<file path="config.mk">
export PLATFORM = sky130hd
export DESIGN_NAME = cobs_frame_decoder
export DESIGN_NICKNAME = d
export VERILOG_FILES = /design/src/sv/cfd_pkg.sv /design/src/sv/cfd_core.sv /design/src/sv/cobs_frame_decoder.sv
export SDC_FILE = /design/constraint.sdc
export NUM_CORES = 1
export LEC_CHECK = 0
export ABC_AREA = 1
export BUFFER_PORTS_ARGS = -buffer_cell sky130_fd_sc_hd__buf_2
export CORE_MARGIN = 2
export CORE_UTILIZATION = 59
export CTS_BUF_LIST = sky130_fd_sc_hd__clkbuf_2 sky130_fd_sc_hd__clkbuf_4 sky130_fd_sc_hd__clkbuf_8
export CTS_CLUSTER_DIAMETER = 40
export DETAILED_ROUTE_END_ITERATION = 12
export PLACE_DENSITY_LB_ADDON = 0.08
export SLEW_MARGIN = 25
export SYNTH_ARGS = -nofsm -noshare
export SYNTH_HDL_FRONTEND = slang
export SYNTH_SLANG_ARGS = --single-unit
</file>
<file path="constraint.sdc">
create_clock -name clk -period 3.9 [get_ports clk]
set_input_delay 0.39 -clock clk [delete_from_list [all_inputs] [get_ports clk]]
set_output_delay 0.39 -clock clk [all_outputs]
set_load 0.01 [all_outputs]
</file>
<file path="src/sv/cfd_pkg.sv">
package cfd_pkg;

  localparam int unsigned MIN_FRAME_BYTES = 3;
  localparam logic [15:0] MIN_BYTES_BEFORE_DELIM = 16'(MIN_FRAME_BYTES - 1);
  localparam logic [15:0] BYTE_COUNT_MAX = 16'hFFFF;

  typedef struct packed {
    logic        at_frame_start;
    logic [7:0]  distance_left;
    logic [15:0] frame_bytes;
  } cfd_state_t;

  typedef struct packed {
    logic        valid;
    logic [7:0]  out_byte;
    logic        frame_end;
    logic        status;
    logic [15:0] byte_count;
  } cfd_result_t;

  localparam cfd_state_t STATE_RESET = '{
    at_frame_start: 1'b1,
    distance_left:  8'd0,
    frame_bytes:    16'd0
  };

endpackage

</file>
<file path="src/sv/cfd_core.sv">
module cfd_core (
  input  logic [7:0]          in_byte,
  input  logic [7:0]          delimiter_byte,
  input  cfd_pkg::cfd_state_t st,
  output cfd_pkg::cfd_state_t st_next,
  output cfd_pkg::cfd_result_t res
);
  import cfd_pkg::*;

  logic        is_delim;
  logic        dist_zero;
  logic        frame_ok;
  logic [7:0]  dist_base;
  logic [15:0] bytes_inc;

  assign is_delim  = (in_byte == delimiter_byte);
  assign dist_zero = (st.distance_left == 8'd0);
  assign frame_ok  = !st.at_frame_start && dist_zero &&
                     (st.frame_bytes >= MIN_BYTES_BEFORE_DELIM);
  // a zero counter means this byte is the next code byte
  assign dist_base = dist_zero ? in_byte : st.distance_left;
  assign bytes_inc = (st.frame_bytes == BYTE_COUNT_MAX) ? st.frame_bytes
                                                        : st.frame_bytes + 16'd1;

  always_comb begin
    st_next = st;
    res     = '0;
    priority if (is_delim) begin
      st_next        = STATE_RESET;
      res.valid      = 1'b1;
      res.frame_end  = 1'b1;
      res.status     = !frame_ok;
      res.byte_count = st.frame_bytes;
    end else if (st.at_frame_start) begin
      st_next.at_frame_start = 1'b0;
      st_next.distance_left  = in_byte - 8'd1;
      st_next.frame_bytes    = 16'd1;
    end else begin
      st_next.distance_left = dist_base - 8'd1;
      st_next.frame_bytes   = bytes_inc;
      res.valid             = 1'b1;
      res.out_byte          = dist_zero ? delimiter_byte : in_byte;
      res.byte_count        = bytes_inc;
    end
  end

endmodule

</file>
<file path="src/sv/cobs_frame_decoder.sv">
// COBS frame decoder: takes one encoded byte per cycle, while the output does
// not stall it, and gives back the decoded bytes, plus one end-of-frame result
// (status 0 ok, 1 error, and the count of encoded bytes before the delimiter)
// for every delimiter byte. A code byte at frame start gives no result.
// Throughput is one byte per clock while the output is not stalled, set by the
// combinational update of the distance counter and byte count. A taken byte
// goes into the input register and then, once the result register is free or
// being drained, is decoded into the result register, which offers its result.
// Write the delimiter only while the block is idle.
module cobs_frame_decoder (
  input  logic        clk,
  input  logic        rst,
  input  logic        cfg_we,
  input  logic [7:0]  cfg_wdata,
  input  logic        in_valid,
  output logic        in_ready,
  input  logic [7:0]  in_byte,
  output logic        out_valid,
  input  logic        out_ready,
  output logic [7:0]  out_byte,
  output logic        frame_end,
  output logic        status,
  output logic [15:0] byte_count
);
  import cfd_pkg::*;

  logic        [7:0] delimiter_byte;
  logic              hold_valid;
  logic        [7:0] hold_byte;
  logic              advance;
  cfd_state_t        st;
  cfd_state_t        st_next;
  cfd_result_t       res;

  // the held byte moves on when the result register is free or being drained
  assign advance  = hold_valid && (!out_valid || out_ready);
  assign in_ready = !hold_valid || advance;

  cfd_core u_core (
    .in_byte        (hold_byte),
    .delimiter_byte (delimiter_byte),
    .st             (st),
    .st_next        (st_next),
    .res            (res)
  );

  always_ff @(posedge clk) begin
    if (rst) begin
      delimiter_byte <= 8'd0;
    end else if (cfg_we) begin
      delimiter_byte <= cfg_wdata;
    end
  end

  always_ff @(posedge clk) begin
    if (rst) begin
      hold_valid <= 1'b0;
    end else if (in_ready) begin
      hold_valid <= in_valid;
    end
  end

  always_ff @(posedge clk) begin
    if (in_valid && in_ready) begin
      hold_byte <= in_byte;
    end
  end

  always_ff @(posedge clk) begin
    if (rst) begin
      st <= STATE_RESET;
    end else if (advance) begin
      st <= st_next;
    end
  end

  always_ff @(posedge clk) begin
    if (rst) begin
      out_valid <= 1'b0;
    end else if (advance) begin
      out_valid <= res.valid;
    end else if (out_ready) begin
      out_valid <= 1'b0;
    end
  end

  always_ff @(posedge clk) begin
    if (advance && res.valid) begin
      out_byte   <= res.out_byte;
      frame_end  <= res.frame_end;
      status     <= res.status;
      byte_count <= res.byte_count;
    end
  end

  a_ok_frame_len: assert property (@(posedge clk) disable iff (rst)
    out_valid && frame_end && !status |-> byte_count >= MIN_BYTES_BEFORE_DELIM)
    else $error("ok frame shorter than minimum");

  a_data_result: assert property (@(posedge clk) disable iff (rst)
    out_valid && !frame_end |-> !status && byte_count >= 16'd2)
    else $error("data result with bad status or count");

  a_restart: assert property (@(posedge clk) disable iff (rst)
    advance && res.valid && res.frame_end |=>
      st.at_frame_start && st.frame_bytes == 16'd0 && out_valid)
    else $error("frame end did not restart the frame");

  a_in_frame_count: assert property (@(posedge clk) disable iff (rst)
    !st.at_frame_start |-> st.frame_bytes != 16'd0)
    else $error("open frame with zero byte count");

endmodule
</file>
After elaboration in Yosys (flattened, before gate mapping):

Cells that the tools add are included.

* magnitude comparators: 1
* equal/unequal tests: 2
* $add $sub $neg: 3
* reductions and logical operators: 14
* mux-type cells: 12

Operator list (count)
* 16-bit two-way mux: 3
* 25-bit two-way mux: 1
* 24-bit two-way mux: 1
* 16-bit by 1-bit adder with 16-bit output, second input constant: 1
* 16-bit equality test, second input constant: 1
* 16-bit by 2-bit greater-or-equal comparator with 1-bit output, second input constant: 1
* 8-bit two-way mux: 2
* 8-bit by 1-bit subtractor with 8-bit output, second input constant: 2
* 9-bit two-way mux: 1
* 8-bit equality test: 1
* 8-bit logical NOT: 1
* 1-bit logical AND: 5
* 1-bit logical NOT: 4
* 1-bit two-way mux: 3
* 1-bit logical OR: 2
* 2-bit two-way mux: 1
* 2-bit nonzero test: 1
* 2-bit OR reduction: 1

* word-level logic and storage cells: 43
* output and inout port bits: 28
* flip-flop bits (word level): 69
* bits of input ports: 21

Longest topological paths before layout:

Gate-level depths: netlist of run 1.

* word-level depth: 5
* depth in mapped cells: 12
* gate-level depth less buffers: 12

By module:

A second synthesis of run 1 with hierarchy kept.

* cell total of the unflattened synthesis: 503
* area total of the unflattened synthesis: 3863.7 um^2

Modules (own cells, without submodules)
* cobs_frame_decoder: instances 1, seq. area each 1721.7 um^2, cells each 246, area an instance 2555.0 um^2
* cfd_core: instances 1, seq. area each 0.0 um^2, cells each 257, area an instance 1308.8 um^2

Least setup slack after synthesis of run 1:

Ideal clock, no wire load.

* path kind: flip-flop to flip-flop
* start: register hold_byte[2]
* end: register byte_count[0], enable pin
* arrival: 2.255 ns
* data required time: 3.481 ns
* stages on the path, launching flop included: 7
* clock period less this slack: 2.674 ns
* path buffers: 0
* library setup time: 0.419 ns
* slack: 1.226 ns
* cell sequence: edfxtp_1 -> inv_1 -> or2_2 -> nand4_1 -> nor3_1 -> nand2_2 -> a21oi_1

* cells in the longest elaborated chain, start to end: 3

RTL lines
* start, declared: line cobs_frame_decoder.sv:29 `logic [7:0] hold_byte;`
* start signal, assigned: line cobs_frame_decoder.sv:65 `hold_byte <= in_byte;`
* 8-bit equality test: line cfd_core.sv:16 `assign is_delim = (in_byte == delimiter_byte);`
* 1-bit two-way mux: line cfd_core.sv:28 `priority if (is_delim) begin`
* 1-bit logical AND: line cobs_frame_decoder.sv:88 `if (advance && res.valid) begin`
* end signal, assigned: line cobs_frame_decoder.sv:92 `byte_count <= res.byte_count;`
* end, declared: line cobs_frame_decoder.sv:23 `output logic [15:0] byte_count`

Every way passes these cells.
A chain may end at the register's enable or synchronous reset.

Final worst setup path of run 1:

* start: register hold_byte[2]
* end: register frame_end, enable pin

* cells in the longest elaborated chain, start to end: 3

RTL lines
* 8-bit equality test: line cfd_core.sv:16
* 1-bit two-way mux: line cfd_core.sv:28
* 1-bit logical AND: line cobs_frame_decoder.sv:88
* end signal, assigned: line cobs_frame_decoder.sv:90 `frame_end <= res.frame_end;`
* end, declared: line cobs_frame_decoder.sv:21 `output logic frame_end,`

Every way passes these cells.

==> flow_summary.toml, run 1 <==
[status]
status = "complete, no violations"

[power_and_ir_drop]
p_int_mw = 1.095
switching_share_pct = 28.00
seqPwrFrac_pct = 54.2
netSwitchingPower_uw = 425.7
powerDensity_nw_per_um2 = 392.2
comb_power_share_pct = 12.3
peakVddDrop_mv = 0.2167
p_clk_share_pct = 33.5
power.leakage_nw = 1.708

[timing]
skew_ps = 11.48
worst_slack_ps = 1485
grt_setup_unrepaired = "false"
setup_tns_ps = 0
hold_viol_final = 0
min_period_ps = 2415
period_share_pct = 61.92
worstMarginPinSlew_ps = 894.1
report.final.slew_viol_count = 0
max_freq_ghz = 0.4141
finalSetupViolations = 0
slew_headroom_pct = 40.33

[floorplanning]
fp.coreArea_um2 = 5540
ios = 49
start_util_pct = 61.79
die_y_um = 80.17
dieArea_um2 = 6427
dieWidth_um = 80.17
rows = 27

[setup_path]
cp-start-kind = "register"
cp.buffers_inverters = 2
required_ps = 3930
slowest_delay_ps = 560
cp_top_family = "simple AND/OR/NAND/NOR gates"
end_kind = "register"
cp_max_fo = 18
slowest_stage = "a21oi_2"
criticalPathCategory = "reg -> reg"
regToRegStartpoint = "hold_byte[2]$_DFFE_PP_"
crit_chain = "inv_1 > or2_2 > nand4_1 > nor3_1 > nand2_2 > a21oi_2 > buf_4"
cp.arrival_ps = 2450
cp-startpoint = "hold_byte[2]$_DFFE_PP_"

[global_route]
grt_max_degree = 34
antenna_found_initial = 0
grt-ovfl-total = 0
grt_usage_pct = 25.86
grt_pass1_wl_um = 12690
first_global_vias = 2708

[logic_synthesis]
syn_area_um2 = 3423
yosysUniqueCellTypes = 38
synth-seq-area-share_pct = 50.29
synthCells = 410
ys_seq_elements = 69
syn_area_per_cell_um2 = 8.349
synth_nets = 434
ys_warn_count = 0

[clock_tree]
cts_setup_buffers = 0
cts_resized = 0
ctsHtreeMaxLevel = 3
cts.path.max_buffers = 2
cts_buffers = 9
clkTransAtPathRegs_ps = 80
cts_tree = "done"
clock_latency_ps = 350
clock-sinks = 69
root_buffer = "clkbuf_8"
cts_hold_buf = 0

[hold_path]
hp-class = "in -> reg"
min_from = "in_byte[6]"

[route]
drc = 0
wl_per_cell_um = 14.29
ant_nets = 0
drt-initial-drc-count = 235
vias_per_cell = 5.528
routed_wl_um = 7661
drtPass1Iterations = 5
vias = 2963

[finish]
drive_gt1_share_pct = 21.12
nets = 483
diodes = 0
final_util_pct = 69.99
area_growth_pct = 13.27

[placed_design]
port_buffers = 48
place_hpwl_um = 5435
gp_congestion = 0.8586
place_ws_ps = 1472

[flow_run]
drv_cap = 0
==> flip-flops by register name (all words and copies together) (netlist names) <==
name	flops
st	25
byte_count	16
delimiter_byte	8
hold_byte	8
out_byte	8
frame_end	1
hold_valid	1
out_valid	1
status	1
==> worst reg2reg max path: stages, from the launching register on <==
cell,delay [ps]
edfxtp_1,380
inv_1,130
or2_2,130
nand4_1,80
nor3_1,210
nand2_2,260
a21oi_2,560
buf_4,360
==> cell usage in the layout (no fill, tap or decap), types with 2 or more instances in the layout <==
cell type | Yosys | final
nand2_1 | 78 | 78
nor2_1 | 48 | 48
buf_2 | 0 | 48
o21ai_0 | 41 | 41
inv_1 | 37 | 37
dfxtp_1 | 35 | 35
a21oi_1 | 35 | 34
edfxtp_1 | 34 | 34
nand3_1 | 12 | 12
xor2_1 | 10 | 10
clkbuf_8 | 0 | 9
o21ai_1 | 8 | 8
nand2_2 | 6 | 6
or2_2 | 5 | 5
nand4_1 | 5 | 5
nor3_1 | 5 | 5
inv_2 | 5 | 5
nor4_1 | 5 | 5
a21oi_2 | 3 | 4
nor2_4 | 4 | 4
clkinv_2 | 0 | 4
a21boi_1 | 3 | 3
ha_1 | 3 | 3
o21ai_2 | 2 | 2
nor3_4 | 2 | 2
a31oi_1 | 2 | 2
o22ai_1 | 2 | 2
clkbuf_4 | 0 | 2
==> final timing paths <==
check / endpoint / slack [ps] / cells past startpoint
worst min register to register: st[21]$_SDFFE_PP0P_ / 500 / 2
worst max register to register: frame_end$_DFFE_PP_ / 1490 / 7
worst min-delay path: hold_byte[6]$_DFFE_PP_ / 210 / 1
worst max-delay path: frame_end$_DFFE_PP_ / 1490 / 7
==> power groups by stage <==
stage	registers, mW	logic (mW)	clock network (mW)
4_1_cts	0.823	0.184	0.505
3_3_place_gp	0.838	0.180	0
6_report	0.824	0.187	0.510
2_1_floorplan	0.830	0.142	0
3_5_place_dp	0.839	0.182	0
5_1_grt	0.829	0.211	0.535
==> routing by layer <==
layer / wire length (µm) / track usage [%] / up-vias
met3: 487 / 4.944 / 19
met1: 3653 / 37.60 / 1353
met5: 0 / 0 / -
met2: 3343 / 37.92 / 116
met4: 176 / 10.34 / 0
li1: - / - / 1475
==> cells in the mapped netlist, drive strengths merged <==
library cell,number,area [µm²]
edfxtp,34,1021
xor2,11,103.9
inv,42,157.7
buf,3,22.52
or2,5,31.28
o21ai,51,262.8
nor3,7,57.55
nor2,53,231.5
a21oi,38,201.5
xnor2,1,8.760
o31ai,1,7.510
clkbuf,8,31.28
ha,3,37.54
o22ai,2,12.51
a21boi,4,33.78
nand2,85,341.6
o211ai,1,7.510
dfxtp,35,700.7
nand4,5,31.28
nand3b,1,7.510
a31oi,2,12.51
nand3,13,70.07
nor4,5,31.28
==> kinds of logic after synthesis <==
logic type / Yosys count / share of synthesized area, %
AOI/OAI and AO/OA: 99 / 15.72
xor gates and xnor gates: 12 / 3.290
adders and majority gates: 3 / 1.097
buffers and inverters: 53 / 6.177
DFF: 69 / 50.29
and+or+nand+nor: 174 / 23.43
==> cell type report <==
cell class | count | area (µm²)
clock buffer | 11 | 138.9
clock inverter | 5 | 27.53
fill | 464 | 1663
inverter | 42 | 157.7
multi-input combinational | 288 | 1494
sequential | 69 | 1722
tap | 72 | 90.09
timing repair buffer | 49 | 247.7
==> per-stage QoR <==
stage / hold slack, ps / instance area [µm²] / cells / total power [mW]
floorplan: 458.4 / 3423 / 410 / 0.9719
global placement: 473.4 / 3711 / 520 / 1.017
detailed placement: 477.2 / 3711 / 520 / 1.022
CTS: 214.1 / 3877 / 536 / 1.512
global route: 204.5 / 3877 / 536 / 1.575
finish: 214.7 / 3877 / 536 / 1.521
(Power assumes the default switching activity.)
==> run 2: changes to the inputs <==
Clock period 3.9 ns to 2.41 ns, I/O delays scaled along.
==> run 2 against run 1 <==
Routed wire length is 0.17% lower. Die area stayed put. Cell area is 1.4% higher. Flip-flop and latch count stayed put. Critical path depth is 2 higher. Via count is 0.37% lower. Combinational power is 64% higher. Total power is 67% higher. Sequential share of layout area is 0.61 points lower. Fmax is 14% higher. Critical path type unchanged.
==> flow_summary.toml, run 2 (synthesized netlist as in run 1, its figures left out) <==
[status]
status = "complete, no violations"

[placed_design]
gp_congestion = 0.9361
dp.cells = 523
port_buffers = 48
place_hpwl_um = 5317

[timing]
finalSetupViolations = 0
grt_setup_unrepaired = "false"
report.final.slew_viol_count = 0
hold_viol_final = 0
period_share_pct = 88.23
worstMarginPinSlew_ps = 750.2
setup_tns_ps = 0
max_freq_ghz = 0.4703
min_period_ps = 2126
slew_headroom_pct = 49.93
skew_ps = 9.037

[route]
drc = 0
routed_wl_um = 7648
drt-initial-drc-count = 246
wl_per_cell_um = 14.19
vias = 2952
ant_nets = 0
drtPass1Iterations = 4
vias_per_cell = 5.477

[power_and_ir_drop]
power.leakage_nw = 1.736
powerDensity_nw_per_um2 = 647.7
seqPwrFrac_pct = 52.3
p_int_mw = 1.865
peakVddDrop_mv = 0.3887
comb_power_share_pct = 12.0
netSwitchingPower_uw = 681.1
switching_share_pct = 26.75
p_clk_share_pct = 35.6

[clock_tree]
cts_tree = "done"
clkTransAtPathRegs_ps = 70
clock-sinks = 69
cts_setup_buffers = 0
cts_hold_buf = 0
clock_latency_ps = 350
cts_buffers = 9
ctsHtreeMaxLevel = 3
root_buffer = "clkbuf_8"
cts.path.max_buffers = 2
cts_resized = 0

[setup_path]
cp.arrival_ps = 2200
criticalPathCategory = "reg -> reg"
cp_max_fo = 13
cp-start-kind = "register"
required_ps = 2490
end_kind = "register"

[finish]
drive_gt1_share_pct = 21.41
nets = 486
final_cell_count_no_fill = 539
area_growth_pct = 14.84
diodes = 0
final_cell_mix = "78 x nand2_1, 48 x nor2_1, 48 x buf_2"
largest_reg_flops = 25
top_register = "st"
final_common_cell = "nand2_1"
reg.largest.list = "st (25), byte_count (16)"

[global_route]
grt-ovfl-total = 0
grt_max_degree = 33
grt_pass1_wl_um = 12440
antenna_found_initial = 0
first_global_vias = 2656
grt_usage_pct = 25.56

[floorplanning]
die_y_um = 80.17
dieWidth_um = 80.17
ios = 49
rows = 27
fp.coreArea_um2 = 5540
start_util_pct = 61.79
dieArea_um2 = 6427

[hold_path]
hp-class = "in -> reg"

[flow_run]
drv_cap = 0
run 2: power groups by stage:
stage          clock network (mW)  registers, mW  logic (mW)
4_1_cts                     0.917           1.33       0.303
3_5_place_dp                    0           1.36       0.300
6_report                    0.907           1.33       0.307
3_3_place_gp                    0           1.35       0.295
2_1_floorplan                   0           1.34       0.231
5_1_grt                     0.963           1.34       0.343
run 2: cell type report:
class,count,area (µm²)
fill,454,1609
clock inverter,6,53.80
multi-input combinational,288,1494
tap,72,90.09
timing repair buffer,52,282.8
inverter,42,157.7
clock buffer,10,131.4
sequential,69,1722
run 2: per-layer routing:
layer	wire length [µm]	share of wire, %	track usage, %	vias up
met5	0	0	0	-
met4	133	1.7	11.86	0
met3	477	6.2	4.831	14
met2	3364	44	38.67	109
met1	3672	48	35.50	1353
li1	-	-	-	1476
run 2: through the flow:
step                      power [mW]  hold WS [ps]  utilization [%]  worst slack [ps]  area, µm²
after floorplan                1.573         339.9                -             257.1       3427
after global placement         1.649         420.1            67.62             369.8       3746
after detailed placement       1.656         419.3            67.62             323.6       3746
after CTS                      2.550         52.62            70.96             300.0       3931
after global routing           2.644         55.52            70.96             109.8       3931
final                          2.546         64.60            70.96             283.6       3931
run 2: path summary, 6_finish.rpt:
check / from / endpoint / slack, ps / depth (start not counted)
setup reg to reg: hold_byte[2]$_DFFE_PP_ / byte_count[15]$_DFFE_PP_ / 280 / 9
hold reg to reg: st[19]$_SDFFE_PP0P_ / st[19]$_SDFFE_PP0P_ / 490 / 2
hold / removal: in_byte[6] / hold_byte[6]$_DFFE_PP_ / 60 / 1
setup / recovery: hold_byte[2]$_DFFE_PP_ / byte_count[15]$_DFFE_PP_ / 280 / 9
run 2: critical path, cell delays in order, from the launching register on:
cell and delay [ps]:
edfxtp_1 390, inv_1 120, or2_2 120, nand4_1 90, nor3_1 190, nand2_2 200, nand2_2 290, inv_2 180
o31ai_1 130, o21ai_0 140
==> run 3: changes to the inputs <==
Settings changed: PLACE_DENSITY_LB_ADDON 0.08 to 0.2.
==> run 3 against run 2 <==
Clock skew rose by 2.2 ps. Clock power grew 4.5%. Global-route usage is 0.072 points lower. Final cell count shrank 0.37%. Non-clock buffer count shrank 2. Critical path type unchanged. Die area did not move. Fmax decreased by 1.9%. Core utilization is essentially flat.
==> flow_summary.toml, run 3 (synthesized netlist as in run 1, its figures left out) <==
[hold_path]
hp-class = "in -> reg"
min_from = "in_byte[7]"
min_path_cells = 1
hold-path-endpoint = "hold_byte[7]$_DFFE_PP_"

[timing]
worstMarginPinSlew_ps = 675.6
grt_setup_unrepaired = "false"
finalSetupViolations = 0
max_freq_ghz = 0.4612
period_share_pct = 89.97
hold_viol_final = 0
skew_ps = 11.23
report.final.slew_viol_count = 0
setup_tns_ps = 0
slew_headroom_pct = 54.91
min_period_ps = 2168

[floorplanning]
fp.coreArea_um2 = 5540
dieWidth_um = 80.17
start_util_pct = 61.79
die_y_um = 80.17
ios = 49
rows = 27
dieArea_um2 = 6427

[setup_path]
required_ps = 2480
r2r_setup_slack_ps = 240
cp.buffers_inverters = 2
worstReg2RegEnd = "byte_count[14]$_DFFE_PP_"
path_common_cell = "nand2_2"
slowest_stage = "edfxtp_1"
cp.arrival_ps = 2240
regToRegStartpoint = "hold_byte[2]$_DFFE_PP_"
r2r_cells = 9
cp_top_family = "simple AND/OR/NAND/NOR gates"
cp_max_fo = 15
crit_chain = "inv_1 > or2_2 > nand4_1 > nor3_1 > nand2_2 > nand2_2 > inv_2 > o21ai_1 > o21ai_0"
slowest_delay_ps = 390
cp-start-kind = "register"
criticalPathCategory = "reg -> reg"
cp-startpoint = "hold_byte[2]$_DFFE_PP_"
end_kind = "register"

[power_and_ir_drop]
power_mw = 2.585
peakVddDrop_mv = 0.4843
power.leakage_nw = 1.734
powerDensity_nw_per_um2 = 657.2

[route]
drtPass1Iterations = 5
routed.top_layer = "met4"
wl_met1_um = 3440
wl_met2_um = 3365
wl_per_cell_um = 13.72
vias = 2936
drt-initial-drc-count = 244
vias_per_cell = 5.467
drc = 0
dr_wl_met3_um = 436
routed_wl_um = 7368
ant_nets = 0

[finish]
drive_gt1_share_pct = 21.29
reg.largest.list = "st (25), byte_count (16)"
largest_reg_flops = 25
area_growth_pct = 14.91
final_common_cell = "nand2_1"
nets = 484
diodes = 0
top_register = "st"
final_util_pct = 71.00
final_cell_mix = "78 x nand2_1, 48 x nor2_1, 48 x buf_2"

[flow_run]
drv_cap = 0

[placed_design]
port_buffers = 48
gp_congestion = 0.9149
place_hpwl_um = 5170

[clock_tree]
root_buffer = "clkbuf_8"
clkTransAtPathRegs_ps = 70
cts_setup_buffers = 0
cts_tree = "done"
cts.path.max_buffers = 2
cts_hold_buf = 0
ctsHtreeMaxLevel = 3
cts_buffers = 9
clock-sinks = 69
clock_latency_ps = 340
cts_resized = 0

[global_route]
grt_max_degree = 33
grt_pass1_wl_um = 12500
grt-ovfl-total = 0
grt_usage_pct = 25.49
antenna_found_initial = 0
first_global_vias = 2696

[status]
status = "complete, no violations"
## run 3: worst max path at each step
stage | end | cells past startpoint
after global placement | byte_count[5]$_DFFE_PP_ | 9
after global routing | byte_count[14]$_DFFE_PP_ | 9
after floorplan | byte_count[0]$_DFFE_PP_ | 6
final | byte_count[14]$_DFFE_PP_ | 9
after detailed placement | byte_count[15]$_DFFE_PP_ | 9
after CTS | byte_count[14]$_DFFE_PP_ | 9
## run 3: per-layer routing
metal | track usage (%) | vias up
li1 | - | 1480
met1 | 34.84 | 1341
met2 | 39.50 | 101
met3 | 6.067 | 14
met4 | 9.322 | 0
met5 | 0 | -
## run 3: layout make-up
class                      instances  area, µm²
clock buffer                      14      167.7
clock inverter                     2      35.03
fill                             434       1607
inverter                          42      157.7
multi-input combinational        288       1494
sequential                        69       1722
tap                               72      90.09
timing repair buffer              50      267.8
## run 3: power by group
group	total (mW)	leakage, nW	switching, mW	internal, mW
clock	0.948	0.108	0.396	0.552
combinational	0.304	0.985	0.198	0.106
sequential	1.33	0.641	0.0542	1.28
total	2.59	1.73	0.648	1.94
## run 3: per-stage QoR
stage | std cells | hold slack, ps | worst slack, ps | area [µm²]
global placement | 521 | 418.2 | 362.6 | 3731
detailed placement | 521 | 420.0 | 291.5 | 3731
global route | 537 | 53.93 | 69.82 | 3934
CTS | 537 | 62.43 | 264.7 | 3934
floorplan | 410 | 339.9 | 257.1 | 3427
finish | 537 | 75.06 | 241.7 | 3934
